==> src/hw/rtl/pjm_pkg.sv <==
// ----------------------------------------------------------------------------
// pjm_pkg: shared definitions for the period jitter execution monitor
// Event codes, field widths and the request and response types of the divider.
// ----------------------------------------------------------------------------
package pjm_pkg;

  localparam int unsigned StampW  = 32;
  localparam int unsigned CountW  = 32;
  localparam int unsigned SumW    = 64;
  localparam int unsigned FracW   = 8;
  localparam int unsigned AvgW    = StampW + FracW;
  localparam int unsigned ModeW   = 2;

  // The divider resumes after the upper half of the sum, so it only steps
  // through the lower half and the fraction bits.
  localparam int unsigned DivSteps = StampW + FracW;
  localparam int unsigned DivCntW  = $clog2(DivSteps);

  localparam logic [StampW-1:0] ExpectedPeriodReset = 32'd1000;

  localparam logic [ModeW-1:0] ModeStart  = 2'd0;
  localparam logic [ModeW-1:0] ModeEnd    = 2'd1;
  localparam logic [ModeW-1:0] ModeReport = 2'd2;
  localparam logic [ModeW-1:0] ModeReset  = 2'd3;

  typedef struct packed {
    logic              go;
    logic [StampW-1:0] rem_init;     // upper half of the sum
    logic [StampW-1:0] dividend_lo;  // lower half of the sum
    logic [CountW-1:0] divisor;
  } div_req_t;

  typedef struct packed {
    logic            done;
    logic [AvgW-1:0] quot;
  } div_rsp_t;

endpackage

==> src/hw/rtl/pjm_div.sv <==
// ----------------------------------------------------------------------------
// pjm_div: radix-2 restoring divider for fixed-point averages
// Computes floor(sum * 256 / count) one quotient bit per cycle.
// ----------------------------------------------------------------------------
module pjm_div (
  input  logic              clk_i,
  input  logic              rst_ni,
  input  pjm_pkg::div_req_t req_i,
  output pjm_pkg::div_rsp_t rsp_o
);

  logic [pjm_pkg::StampW-1:0]  rem_q, rem_d;
  logic [pjm_pkg::AvgW-1:0]    quo_q, quo_d;
  logic [pjm_pkg::CountW-1:0]  dvs_q, dvs_d;
  logic [pjm_pkg::DivCntW-1:0] cnt_q, cnt_d;
  logic                        busy_q, busy_d;
  logic                        done_q, done_d;

  logic [pjm_pkg::StampW:0] rem_sh;
  logic [pjm_pkg::StampW:0] rem_sub;
  logic                     ge;

  // The remainder always stays below the divisor, so one extra bit suffices.
  assign rem_sh  = {rem_q, quo_q[pjm_pkg::AvgW-1]};
  assign ge      = rem_sh >= {1'b0, dvs_q};
  assign rem_sub = rem_sh - {1'b0, dvs_q};

  always_comb begin
    rem_d  = rem_q;
    quo_d  = quo_q;
    dvs_d  = dvs_q;
    cnt_d  = cnt_q;
    busy_d = busy_q;
    done_d = 1'b0;
    if (req_i.go) begin
      rem_d  = req_i.rem_init;
      quo_d  = {req_i.dividend_lo, {pjm_pkg::FracW{1'b0}}};
      dvs_d  = req_i.divisor;
      cnt_d  = '0;
      busy_d = 1'b1;
    end else if (busy_q) begin
      rem_d = ge ? rem_sub[pjm_pkg::StampW-1:0] : rem_sh[pjm_pkg::StampW-1:0];
      quo_d = {quo_q[pjm_pkg::AvgW-2:0], ge};
      cnt_d = cnt_q + 1'b1;
      if (cnt_q == pjm_pkg::DivCntW'(pjm_pkg::DivSteps - 1)) begin
        busy_d = 1'b0;
        done_d = 1'b1;
      end
    end
  end

  always_ff @(posedge clk_i or negedge rst_ni) begin
    if (!rst_ni) begin
      busy_q <= 1'b0;
      done_q <= 1'b0;
      cnt_q  <= '0;
    end else begin
      busy_q <= busy_d;
      done_q <= done_d;
      cnt_q  <= cnt_d;
    end
  end

  always_ff @(posedge clk_i) begin
    rem_q <= rem_d;
    quo_q <= quo_d;
    dvs_q <= dvs_d;
  end

  assign rsp_o.done = done_q;
  assign rsp_o.quot = quo_q;

endmodule

==> src/hw/rtl/period_jitter_exec_monitor_top.sv <==
// A measured start passes through StMeas, StJit and StUpd to StFin, a measured end through
// StMeas and StUpd to StFin, and a first start or a dropped sample goes straight to StFin.
// A report event goes through StDrain, three passes of the shared radix-2 divider, one per
// average, StRepFin and StFin; a reset event through StDrain to StFin. Both wait for a free output.
// One event is in flight at a time; a finished result may wait in the output
// register while the next event is accepted.
// Reset clears all statistics and the report and sets the expected period to 1000.
// ----------------------------------------------------------------------------
// period_jitter_exec_monitor_top: periodic task period and jitter monitor
// Collects period, jitter and execution time statistics from timestamped
// events and returns the latched report after every event.
// ----------------------------------------------------------------------------
module period_jitter_exec_monitor_top (
  input  logic          clk_i,
  input  logic          rst_ni,
  input  logic          s_axis_tvalid,
  output logic          s_axis_tready,
  input  logic [63:0]   s_axis_tdata,  // now_stamp[31:0], start_stamp[63:32]
  input  logic [1:0]    s_axis_tuser,  // mode[1:0]
  output logic          m_axis_tvalid,
  input  logic          m_axis_tready,
  // rep_samples[31:0], rep_min_period[63:32], rep_max_period[95:64],
  // rep_avg_period[135:96], rep_max_jitter[167:136], rep_avg_jitter[207:168],
  // rep_min_exec[239:208], rep_max_exec[271:240], rep_avg_exec[311:272],
  // rep_overruns[343:312]
  output logic [343:0]  m_axis_tdata,
  input  logic          cfg_valid_i,
  output logic          cfg_ready_o,
  input  logic [31:0]   cfg_data_i
);

  localparam int unsigned SW = pjm_pkg::StampW;
  localparam int unsigned CW = pjm_pkg::CountW;
  localparam int unsigned MW = pjm_pkg::SumW;
  localparam int unsigned AW = pjm_pkg::AvgW;

  localparam logic [3:0] StIdle    = 4'd0;
  localparam logic [3:0] StMeas    = 4'd1;
  localparam logic [3:0] StJit     = 4'd2;
  localparam logic [3:0] StUpd     = 4'd3;
  localparam logic [3:0] StDrain   = 4'd4;
  localparam logic [3:0] StDivGo   = 4'd5;
  localparam logic [3:0] StDivWait = 4'd6;
  localparam logic [3:0] StRepFin  = 4'd7;
  localparam logic [3:0] StFin     = 4'd8;

  localparam logic [1:0] SelPeriod = 2'd0;
  localparam logic [1:0] SelJitter = 2'd1;
  localparam logic [1:0] SelExec   = 2'd2;

  logic [3:0] state_q, state_d;
  logic [1:0] sel_q, sel_d;
  logic       m_valid_q, m_valid_d;

  logic [pjm_pkg::ModeW-1:0] mode_q, mode_d;
  logic [SW-1:0] now_q, now_d, st_q, st_d, meas_q, meas_d, jit_q, jit_d;

  logic [SW-1:0] expected_q, expected_d;
  logic          have_last_q, have_last_d;
  logic [SW-1:0] last_start_q, last_start_d;
  logic [CW-1:0] period_count_q, period_count_d;
  logic [SW-1:0] min_period_q, min_period_d, max_period_q, max_period_d;
  logic [SW-1:0] max_jitter_q, max_jitter_d;
  logic [MW-1:0] sum_period_q, sum_period_d, sum_jitter_q, sum_jitter_d;
  logic [CW-1:0] exec_count_q, exec_count_d;
  logic [SW-1:0] min_exec_q, min_exec_d, max_exec_q, max_exec_d;
  logic [MW-1:0] sum_exec_q, sum_exec_d;
  logic [CW-1:0] overrun_q, overrun_d;

  logic [CW-1:0] rep_samples_q, rep_samples_d;
  logic [SW-1:0] rep_min_period_q, rep_min_period_d, rep_max_period_q, rep_max_period_d;
  logic [AW-1:0] rep_avg_period_q, rep_avg_period_d;
  logic [SW-1:0] rep_max_jitter_q, rep_max_jitter_d;
  logic [AW-1:0] rep_avg_jitter_q, rep_avg_jitter_d;
  logic [SW-1:0] rep_min_exec_q, rep_min_exec_d, rep_max_exec_q, rep_max_exec_d;
  logic [AW-1:0] rep_avg_exec_q, rep_avg_exec_d;
  logic [CW-1:0] rep_overruns_q, rep_overruns_d;

  pjm_pkg::div_req_t div_req;
  pjm_pkg::div_rsp_t div_rsp;

  logic in_fire;
  logic out_free;
  logic has_period;
  logic has_exec;

  assign s_axis_tready = (state_q == StIdle);
  assign in_fire       = s_axis_tvalid && s_axis_tready;
  assign out_free      = !m_valid_q || m_axis_tready;
  assign cfg_ready_o   = 1'b1;
  assign has_period    = (period_count_q != '0);
  assign has_exec      = (exec_count_q != '0);

  always_comb begin
    div_req.go = (state_q == StDivGo);
    case (sel_q)
      SelPeriod: begin
        div_req.rem_init    = sum_period_q[MW-1:SW];
        div_req.dividend_lo = sum_period_q[SW-1:0];
        div_req.divisor     = period_count_q;
      end
      SelJitter: begin
        div_req.rem_init    = sum_jitter_q[MW-1:SW];
        div_req.dividend_lo = sum_jitter_q[SW-1:0];
        div_req.divisor     = period_count_q;
      end
      default: begin
        div_req.rem_init    = sum_exec_q[MW-1:SW];
        div_req.dividend_lo = sum_exec_q[SW-1:0];
        div_req.divisor     = exec_count_q;
      end
    endcase
  end

  pjm_div u_div (
    .clk_i  (clk_i),
    .rst_ni (rst_ni),
    .req_i  (div_req),
    .rsp_o  (div_rsp)
  );

  always_comb begin
    state_d          = state_q;
    sel_d            = sel_q;
    m_valid_d        = m_valid_q;
    mode_d           = mode_q;
    now_d            = now_q;
    st_d             = st_q;
    meas_d           = meas_q;
    jit_d            = jit_q;
    expected_d       = expected_q;
    have_last_d      = have_last_q;
    last_start_d     = last_start_q;
    period_count_d   = period_count_q;
    min_period_d     = min_period_q;
    max_period_d     = max_period_q;
    max_jitter_d     = max_jitter_q;
    sum_period_d     = sum_period_q;
    sum_jitter_d     = sum_jitter_q;
    exec_count_d     = exec_count_q;
    min_exec_d       = min_exec_q;
    max_exec_d       = max_exec_q;
    sum_exec_d       = sum_exec_q;
    overrun_d        = overrun_q;
    rep_samples_d    = rep_samples_q;
    rep_min_period_d = rep_min_period_q;
    rep_max_period_d = rep_max_period_q;
    rep_avg_period_d = rep_avg_period_q;
    rep_max_jitter_d = rep_max_jitter_q;
    rep_avg_jitter_d = rep_avg_jitter_q;
    rep_min_exec_d   = rep_min_exec_q;
    rep_max_exec_d   = rep_max_exec_q;
    rep_avg_exec_d   = rep_avg_exec_q;
    rep_overruns_d   = rep_overruns_q;

    if (cfg_valid_i) begin
      expected_d = cfg_data_i;
    end

    if (m_axis_tready) begin
      m_valid_d = 1'b0;
    end

    case (state_q)
      StIdle: begin
        if (in_fire) begin
          mode_d = s_axis_tuser;
          now_d  = s_axis_tdata[SW-1:0];
          st_d   = s_axis_tdata[2*SW-1:SW];
          case (s_axis_tuser)
            pjm_pkg::ModeStart: begin
              if (have_last_q && (period_count_q != '1)) begin
                state_d = StMeas;
              end else begin
                // First start or saturated count: only the stamp moves on.
                last_start_d = s_axis_tdata[SW-1:0];
                have_last_d  = 1'b1;
                state_d      = StFin;
              end
            end
            pjm_pkg::ModeEnd: begin
              state_d = (exec_count_q != '1) ? StMeas : StFin;
            end
            default: begin
              state_d = StDrain;
            end
          endcase
        end
      end
      StMeas: begin
        if (mode_q == pjm_pkg::ModeEnd) begin
          meas_d  = now_q - st_q;
          state_d = StUpd;
        end else begin
          meas_d  = now_q - last_start_q;
          state_d = StJit;
        end
      end
      StJit: begin
        jit_d   = (meas_q > expected_q) ? (meas_q - expected_q) : (expected_q - meas_q);
        state_d = StUpd;
      end
      StUpd: begin
        if (mode_q == pjm_pkg::ModeEnd) begin
          exec_count_d = exec_count_q + 1'b1;
          if (meas_q < min_exec_q) min_exec_d = meas_q;
          if (meas_q > max_exec_q) max_exec_d = meas_q;
          sum_exec_d = sum_exec_q + MW'(meas_q);
          if (meas_q > expected_q) overrun_d = overrun_q + 1'b1;
        end else begin
          period_count_d = period_count_q + 1'b1;
          if (meas_q < min_period_q) min_period_d = meas_q;
          if (meas_q > max_period_q) max_period_d = meas_q;
          if (jit_q > max_jitter_q) max_jitter_d = jit_q;
          sum_period_d = sum_period_q + MW'(meas_q);
          sum_jitter_d = sum_jitter_q + MW'(jit_q);
          last_start_d = now_q;
          have_last_d  = 1'b1;
        end
        state_d = StFin;
      end
      StDrain: begin
        // The report registers drive the output, so they change only once
        // the previous result has left.
        if (out_free) begin
          if (mode_q == pjm_pkg::ModeReset) begin
            have_last_d      = 1'b0;
            last_start_d     = '0;
            period_count_d   = '0;
            min_period_d     = '1;
            max_period_d     = '0;
            max_jitter_d     = '0;
            sum_period_d     = '0;
            sum_jitter_d     = '0;
            exec_count_d     = '0;
            min_exec_d       = '1;
            max_exec_d       = '0;
            sum_exec_d       = '0;
            overrun_d        = '0;
            rep_samples_d    = '0;
            rep_min_period_d = '0;
            rep_max_period_d = '0;
            rep_avg_period_d = '0;
            rep_max_jitter_d = '0;
            rep_avg_jitter_d = '0;
            rep_min_exec_d   = '0;
            rep_max_exec_d   = '0;
            rep_avg_exec_d   = '0;
            rep_overruns_d   = '0;
            state_d          = StFin;
          end else begin
            sel_d   = SelPeriod;
            state_d = StDivGo;
          end
        end
      end
      StDivGo: begin
        state_d = StDivWait;
      end
      StDivWait: begin
        if (div_rsp.done) begin
          case (sel_q)
            SelPeriod: begin
              rep_avg_period_d = has_period ? div_rsp.quot : '0;
              sel_d            = SelJitter;
              state_d          = StDivGo;
            end
            SelJitter: begin
              rep_avg_jitter_d = has_period ? div_rsp.quot : '0;
              sel_d            = SelExec;
              state_d          = StDivGo;
            end
            default: begin
              rep_avg_exec_d = has_exec ? div_rsp.quot : '0;
              state_d        = StRepFin;
            end
          endcase
        end
      end
      StRepFin: begin
        rep_samples_d    = period_count_q;
        rep_min_period_d = has_period ? min_period_q : '0;
        rep_max_period_d = has_period ? max_period_q : '0;
        rep_max_jitter_d = has_period ? max_jitter_q : '0;
        rep_min_exec_d   = has_exec ? min_exec_q : '0;
        rep_max_exec_d   = has_exec ? max_exec_q : '0;
        rep_overruns_d   = overrun_q;
        period_count_d   = '0;
        min_period_d     = '1;
        max_period_d     = '0;
        max_jitter_d     = '0;
        sum_period_d     = '0;
        sum_jitter_d     = '0;
        exec_count_d     = '0;
        min_exec_d       = '1;
        max_exec_d       = '0;
        sum_exec_d       = '0;
        overrun_d        = '0;
        state_d          = StFin;
      end
      StFin: begin
        if (out_free) begin
          m_valid_d = 1'b1;
          state_d   = StIdle;
        end
      end
      default: begin
        state_d = StIdle;
      end
    endcase
  end

  always_ff @(posedge clk_i or negedge rst_ni) begin
    if (!rst_ni) begin
      state_q          <= StIdle;
      sel_q            <= SelPeriod;
      m_valid_q        <= 1'b0;
      expected_q       <= pjm_pkg::ExpectedPeriodReset;
      have_last_q      <= 1'b0;
      last_start_q     <= '0;
      period_count_q   <= '0;
      min_period_q     <= '1;
      max_period_q     <= '0;
      max_jitter_q     <= '0;
      sum_period_q     <= '0;
      sum_jitter_q     <= '0;
      exec_count_q     <= '0;
      min_exec_q       <= '1;
      max_exec_q       <= '0;
      sum_exec_q       <= '0;
      overrun_q        <= '0;
      rep_samples_q    <= '0;
      rep_min_period_q <= '0;
      rep_max_period_q <= '0;
      rep_avg_period_q <= '0;
      rep_max_jitter_q <= '0;
      rep_avg_jitter_q <= '0;
      rep_min_exec_q   <= '0;
      rep_max_exec_q   <= '0;
      rep_avg_exec_q   <= '0;
      rep_overruns_q   <= '0;
    end else begin
      state_q          <= state_d;
      sel_q            <= sel_d;
      m_valid_q        <= m_valid_d;
      expected_q       <= expected_d;
      have_last_q      <= have_last_d;
      last_start_q     <= last_start_d;
      period_count_q   <= period_count_d;
      min_period_q     <= min_period_d;
      max_period_q     <= max_period_d;
      max_jitter_q     <= max_jitter_d;
      sum_period_q     <= sum_period_d;
      sum_jitter_q     <= sum_jitter_d;
      exec_count_q     <= exec_count_d;
      min_exec_q       <= min_exec_d;
      max_exec_q       <= max_exec_d;
      sum_exec_q       <= sum_exec_d;
      overrun_q        <= overrun_d;
      rep_samples_q    <= rep_samples_d;
      rep_min_period_q <= rep_min_period_d;
      rep_max_period_q <= rep_max_period_d;
      rep_avg_period_q <= rep_avg_period_d;
      rep_max_jitter_q <= rep_max_jitter_d;
      rep_avg_jitter_q <= rep_avg_jitter_d;
      rep_min_exec_q   <= rep_min_exec_d;
      rep_max_exec_q   <= rep_max_exec_d;
      rep_avg_exec_q   <= rep_avg_exec_d;
      rep_overruns_q   <= rep_overruns_d;
    end
  end

  always_ff @(posedge clk_i) begin
    mode_q <= mode_d;
    now_q  <= now_d;
    st_q   <= st_d;
    meas_q <= meas_d;
    jit_q  <= jit_d;
  end

  assign m_axis_tvalid = m_valid_q;
  assign m_axis_tdata  = {rep_overruns_q, rep_avg_exec_q, rep_max_exec_q, rep_min_exec_q,
                          rep_avg_jitter_q, rep_max_jitter_q, rep_avg_period_q,
                          rep_max_period_q, rep_min_period_q, rep_samples_q};

endmodule
==> config.mk <==
export PLATFORM = sky130hd
export DESIGN_NAME = period_jitter_exec_monitor_top
export DESIGN_NICKNAME = d
export VERILOG_FILES = /design/src/hw/rtl/pjm_pkg.sv /design/src/hw/rtl/pjm_div.sv /design/src/hw/rtl/period_jitter_exec_monitor_top.sv
export SDC_FILE = /design/constraint.sdc
export NUM_CORES = 2
export LEC_CHECK = 0
export BUFFER_PORTS_ARGS = -buffer_cell sky130_fd_sc_hd__clkbuf_2
export CAP_MARGIN = 20
export CORE_MARGIN = 5
export CORE_UTILIZATION = 55
export CTS_CLUSTER_SIZE = 24
export DETAILED_ROUTE_END_ITERATION = 10
export MAX_ROUTING_LAYER = met4
export PLACE_DENSITY = 0.77
export SKIP_CTS_REPAIR_TIMING = 1
export SLEW_MARGIN = 20
export SYNTH_ARGS = -nofsm -noshare
export SYNTH_HDL_FRONTEND = slang
export SYNTH_HIERARCHICAL = 1
export SYNTH_SLANG_ARGS = --single-unit
==> constraint.sdc <==
create_clock -name clk_i -period 5.05 [get_ports clk_i]
set_input_delay 0.7575 -clock clk_i [delete_from_list [all_inputs] [get_ports clk_i]]
set_output_delay 0.7575 -clock clk_i [all_outputs]
set_load 0.02 [all_outputs]
==> flow_summary.rst <==
.. list-table::
   :header-rows: 1

   * - Metric
     - Value
   * - Largest net degree at the start of global routing
     - 142
   * - Antenna violations before repair
     - 4
   * - Clock transition time at the flip-flop clock pins of the worst setup and hold paths
     - 60 ps
   * - Average instance area after synthesis
     - 10.1 um^2
   * - Count of max-cap constraint violations
     - 0
   * - Routability congestion estimate from global placement
     - 1.03
   * - Highest attainable clock frequency
     - 242 MHz
   * - First-pass GRT wire length
     - 298000 um
   * - Final HPWL DP
     - 144000 um
   * - Cell-internal power
     - 24.3 mW
   * - Number of clock sinks
     - 1106
   * - Global routing met2 resource utilization
     - 0.501
   * - Cell area after layout
     - 69500 um^2
   * - Synth Flop Type
     - dfrtp_1
   * - Final count of hold timing violations
     - 0
   * - Largest cells by area after synthesis
     - dfrtp_1 33%, edfxtp_1 11%, ha_1 7.9%
   * - Net count after synthesis
     - 6608
   * - Setup TNS after final layout
     - 0 ps
   * - DR vias
     - 50.8k
   * - Area of the core
     - 111000 um^2
   * - Unrepaired setup endpoints after global routing
     - false
   * - Total power of the final layout
     - 42.5 mW
   * - Netlist Area Pre-Place
     - 61500 um^2
   * - Worst Max-Slew Pin Slew
     - 1180 ps
   * - Switching fraction of total power
     - 0.428
   * - Maximum root-to-sink buffer count
     - 3
   * - Initial Utilization
     - 0.555
   * - Leakage power total
     - 32.2 nW
   * - DRC errors left
     - 0
   * - H-tree level count
     - 3
   * - Switching pwr
     - 18.2 mW
   * - Met1 Usage GRT
     - 0.443
   * - Maximum fanout along the worst path
     - 22
   * - Number of instances in the placed design
     - 7821
   * - Post-DR wirelength/cell
     - 24.2 um
   * - Biggest area consumer among synthesized cells
     - dfrtp_1
   * - Class of the tightest hold or removal check
     - in -> async
   * - Count of placed standard cells in the final layout, fillers left out
     - 8043
   * - Antenna-violating nets left
     - 0
   * - Crit start category
     - flip-flop
   * - Area growth from synthesis to layout
     - 13.0%
   * - Post-synth ARST share
     - 0.788
   * - Leftover overflow at the end of global routing
     - 0
   * - Number of top-level design ports
     - 450
   * - Number of library cell types mapped by synthesis
     - 116
   * - Via count of the first global-routing pass
     - 49.1k
   * - Max_slew headroom
     - 0.213
   * - Final nets
     - 6946
   * - Fraction of met3 tracks used by global routing
     - 0.0585
   * - Share of post-route cells with drive strength above 1
     - 0.156
   * - Element type at the critical path end
     - flip-flop
   * - Peak supply drop
     - 0.000371 V
   * - Die footprint
     - 119000 um^2
   * - Total power density per cell area
     - 612 nW/um^2
   * - Setup Crit Path Kind
     - reg -> reg
   * - Die H
     - 344 um
   * - Post-synth EDFFs
     - 226
   * - Worst-Skew Late Latency
     - 730 ps
   * - Fin crit share
     - 0.819
   * - Outcome
     - finished, final reports clean
   * - Combinational fraction of design power
     - 0.446
   * - Port-buffer cells
     - 448
   * - Reg2reg end
     - overrun_q[17]
   * - Clock power share
     - 0.214
   * - CP bufs+invs
     - 2
   * - Portion of the post-synthesis area used by sequential elements
     - 0.469
   * - Number of cells traversed by the worst register-to-register path
     - 13
   * - Total length of routed wires
     - 195000 um
   * - Share of the synthesized area in the top cell type
     - 0.326
   * - Root buffer selected by CTS
     - clkbuf_16
   * - Flop pwr share
     - 0.340
   * - Post-synthesis register bit count
     - 1106
   * - Most used cells in the layout excluding fill and tap cells
     - 800 x dfrtp_1, 602 x nand2_1, 447 x clkbuf_2, 386 x ha_1, 358 x nor2_1
   * - CTS tree
     - built
   * - Worst reg2reg startpoint
     - meas_q[0]
   * - CTS buffer count
     - 115
   * - Most congested layer reported by global routing
     - met2
   * - DRT iter0 DRCs
     - 4956
   * - Delay of the slowest cell on the worst path
     - 560 ps
   * - Placement Cell Area
     - 65400 um^2
   * - Required time at the endpoint of the critical path
     - 5640 ps
   * - Number of standard-cell rows in the floorplan
     - 122
   * - Number of warnings issued by yosys
     - 6
   * - Final period demand of the worst path
     - 4130 ps
   * - Family with the most delay on the worst path
     - simple AND/OR/NAND/NOR gates
   * - Horizontal die dimension
     - 344 um
   * - List of cells traversed by the critical path
     - inv_1, ha_1, fa_1, nor2b_1, o2111ai_1, and4b_1, nor4_2, o31a_1, buf_4, o211ai_2, nor4_1, xnor2_1, nor2_1
   * - Overall track demand over capacity in global routing
     - 0.331
   * - Leading cell type in the layout, fill and taps excluded
     - dfrtp_1
   * - Clk_skew
     - 39.4 ps
   * - Slack of the worst reg-to-reg path
     - 920 ps
   * - Fin. max-slew vios
     - 0
   * - Number of vias per cell after detailed routing
     - 6.31
   * - Count of endpoints failing setup in the final report
     - 0
   * - DRT Pass-1 Iters
     - 6
   * - Finished Core Util
     - 0.627
   * - Number of standard cells after synthesis
     - 6112
   * - Arrival time reported for the critical path endpoint
     - 4720 ps
   * - CP max stage cell
     - edfxtp_1
## cell usage after synthesis, types with 17 or more instances
cell type  count
and2_1        21
or3_1         37
xor2_1       136
mux2i_1      116
buf_2         48
o21ai_1       52
ha_1         386
a22o_1       308
dfstp_2       70
nor2_1       367
buf_1         27
o21bai_1      36
nor2b_1       28
a21oi_1      330
and4_1        20
nand4_1      121
o211ai_1      17
o21a_1        26
nand2b_1      37
mux2_2        84
a22oi_1       37
nand2_1      603
nor4_1        34
o31ai_1      165
dfrtp_1      802
o21ai_0      353
clkbuf_1     254
a21o_1       177
edfxtp_1     226
o22a_1        62
inv_1        347
a211oi_1      40
and3_1        60
xnor2_1      158
nand3_1      139
a31oi_1       42
nor3_1        62
## area by class of cell
| type | count | area (um^2) |
|---|---|---|
| antenna | 4 | 10.0 |
| timing repair buffer | 563 | 3290 |
| tap | 1488 | 1860 |
| fill | 8980 | 41300 |
| clock buffer | 162 | 3420 |
| clock inverter | 56 | 669 |
| sequential | 1106 | 28900 |
| multi-input combinational | 4315 | 30100 |
| inverter | 349 | 1310 |
## metrics by stage
step	worst slack, ps	hold slack [ps]
5_1_grt	756	93.7
6_report	916	42.2
3_3_place_gp	1070	458
4_1_cts	1030	66.5
3_5_place_dp	1040	466
2_1_floorplan	348	450
## state kept, by name (all words and copies together), names as in the netlist, 40 cells and up
register and flops:
rep_avg_jitter_q 40, rep_avg_period_q 40, sum_jitter_q 64, sum_period_q 64
sum_exec_q 64, rep_avg_exec_q 40, u_div/quo_q 40
## power by group through the flow
stage                     clock (mW)  sequential, mW  combinational (mW)
after floorplan                    0            14.1                12.4
after global placement             0            14.5                18.2
after detailed placement           0            14.5                18.5
after CTS                       9.20            14.4                18.7
after global routing            9.56            14.7                20.6
final                           9.11            14.5                19.0
## kinds of logic after synthesis
kind of cell,after synthesis,synth area share
compound gates,1821,0.206
simple gates,1597,0.122
flops,1106,0.469
buf+inv,691,0.0441
fa+ha+maj,393,0.0808
xor+xnor,294,0.0419
mux,209,0.0359
other cells,1,0.0000610
## worst max-delay path by stage
stage / slack, ps / end / cells after the start / startpoint
4_1_cts: 1030 / overrun_q[17] / 13 / meas_q[0]
6_report: 920 / overrun_q[17] / 13 / meas_q[0]
3_3_place_gp: 1070 / overrun_q[17] / 13 / meas_q[0]
3_5_place_dp: 1040 / overrun_q[17] / 13 / meas_q[0]
2_1_floorplan: 350 / u_div/quo_q[10] / 8 / state_q[1]
5_1_grt: 760 / overrun_q[31] / 13 / meas_q[0]
## worst reg2reg max path: cells and delay by family, from the launching register on
kind	cells	cell delay, ps
adders and majority gates	2	670
buffers and inverters	2	540
and+or+nand+nor	5	1320
xor gates and xnor gates	1	170
DFF	1	560
AOI/OAI and AO/OA	3	760
## routing by layer
layer | part of all wire | wire (um) | up-vias
met2 | 0.45 | 87700 | 2374
met5 | 0 | 0 | -
met4 | 0.049 | 9580 | 0
met3 | 0.084 | 16300 | 400
li1 | - | - | 23057
met1 | 0.42 | 81300 | 24919
(Power assumes the default switching activity.)
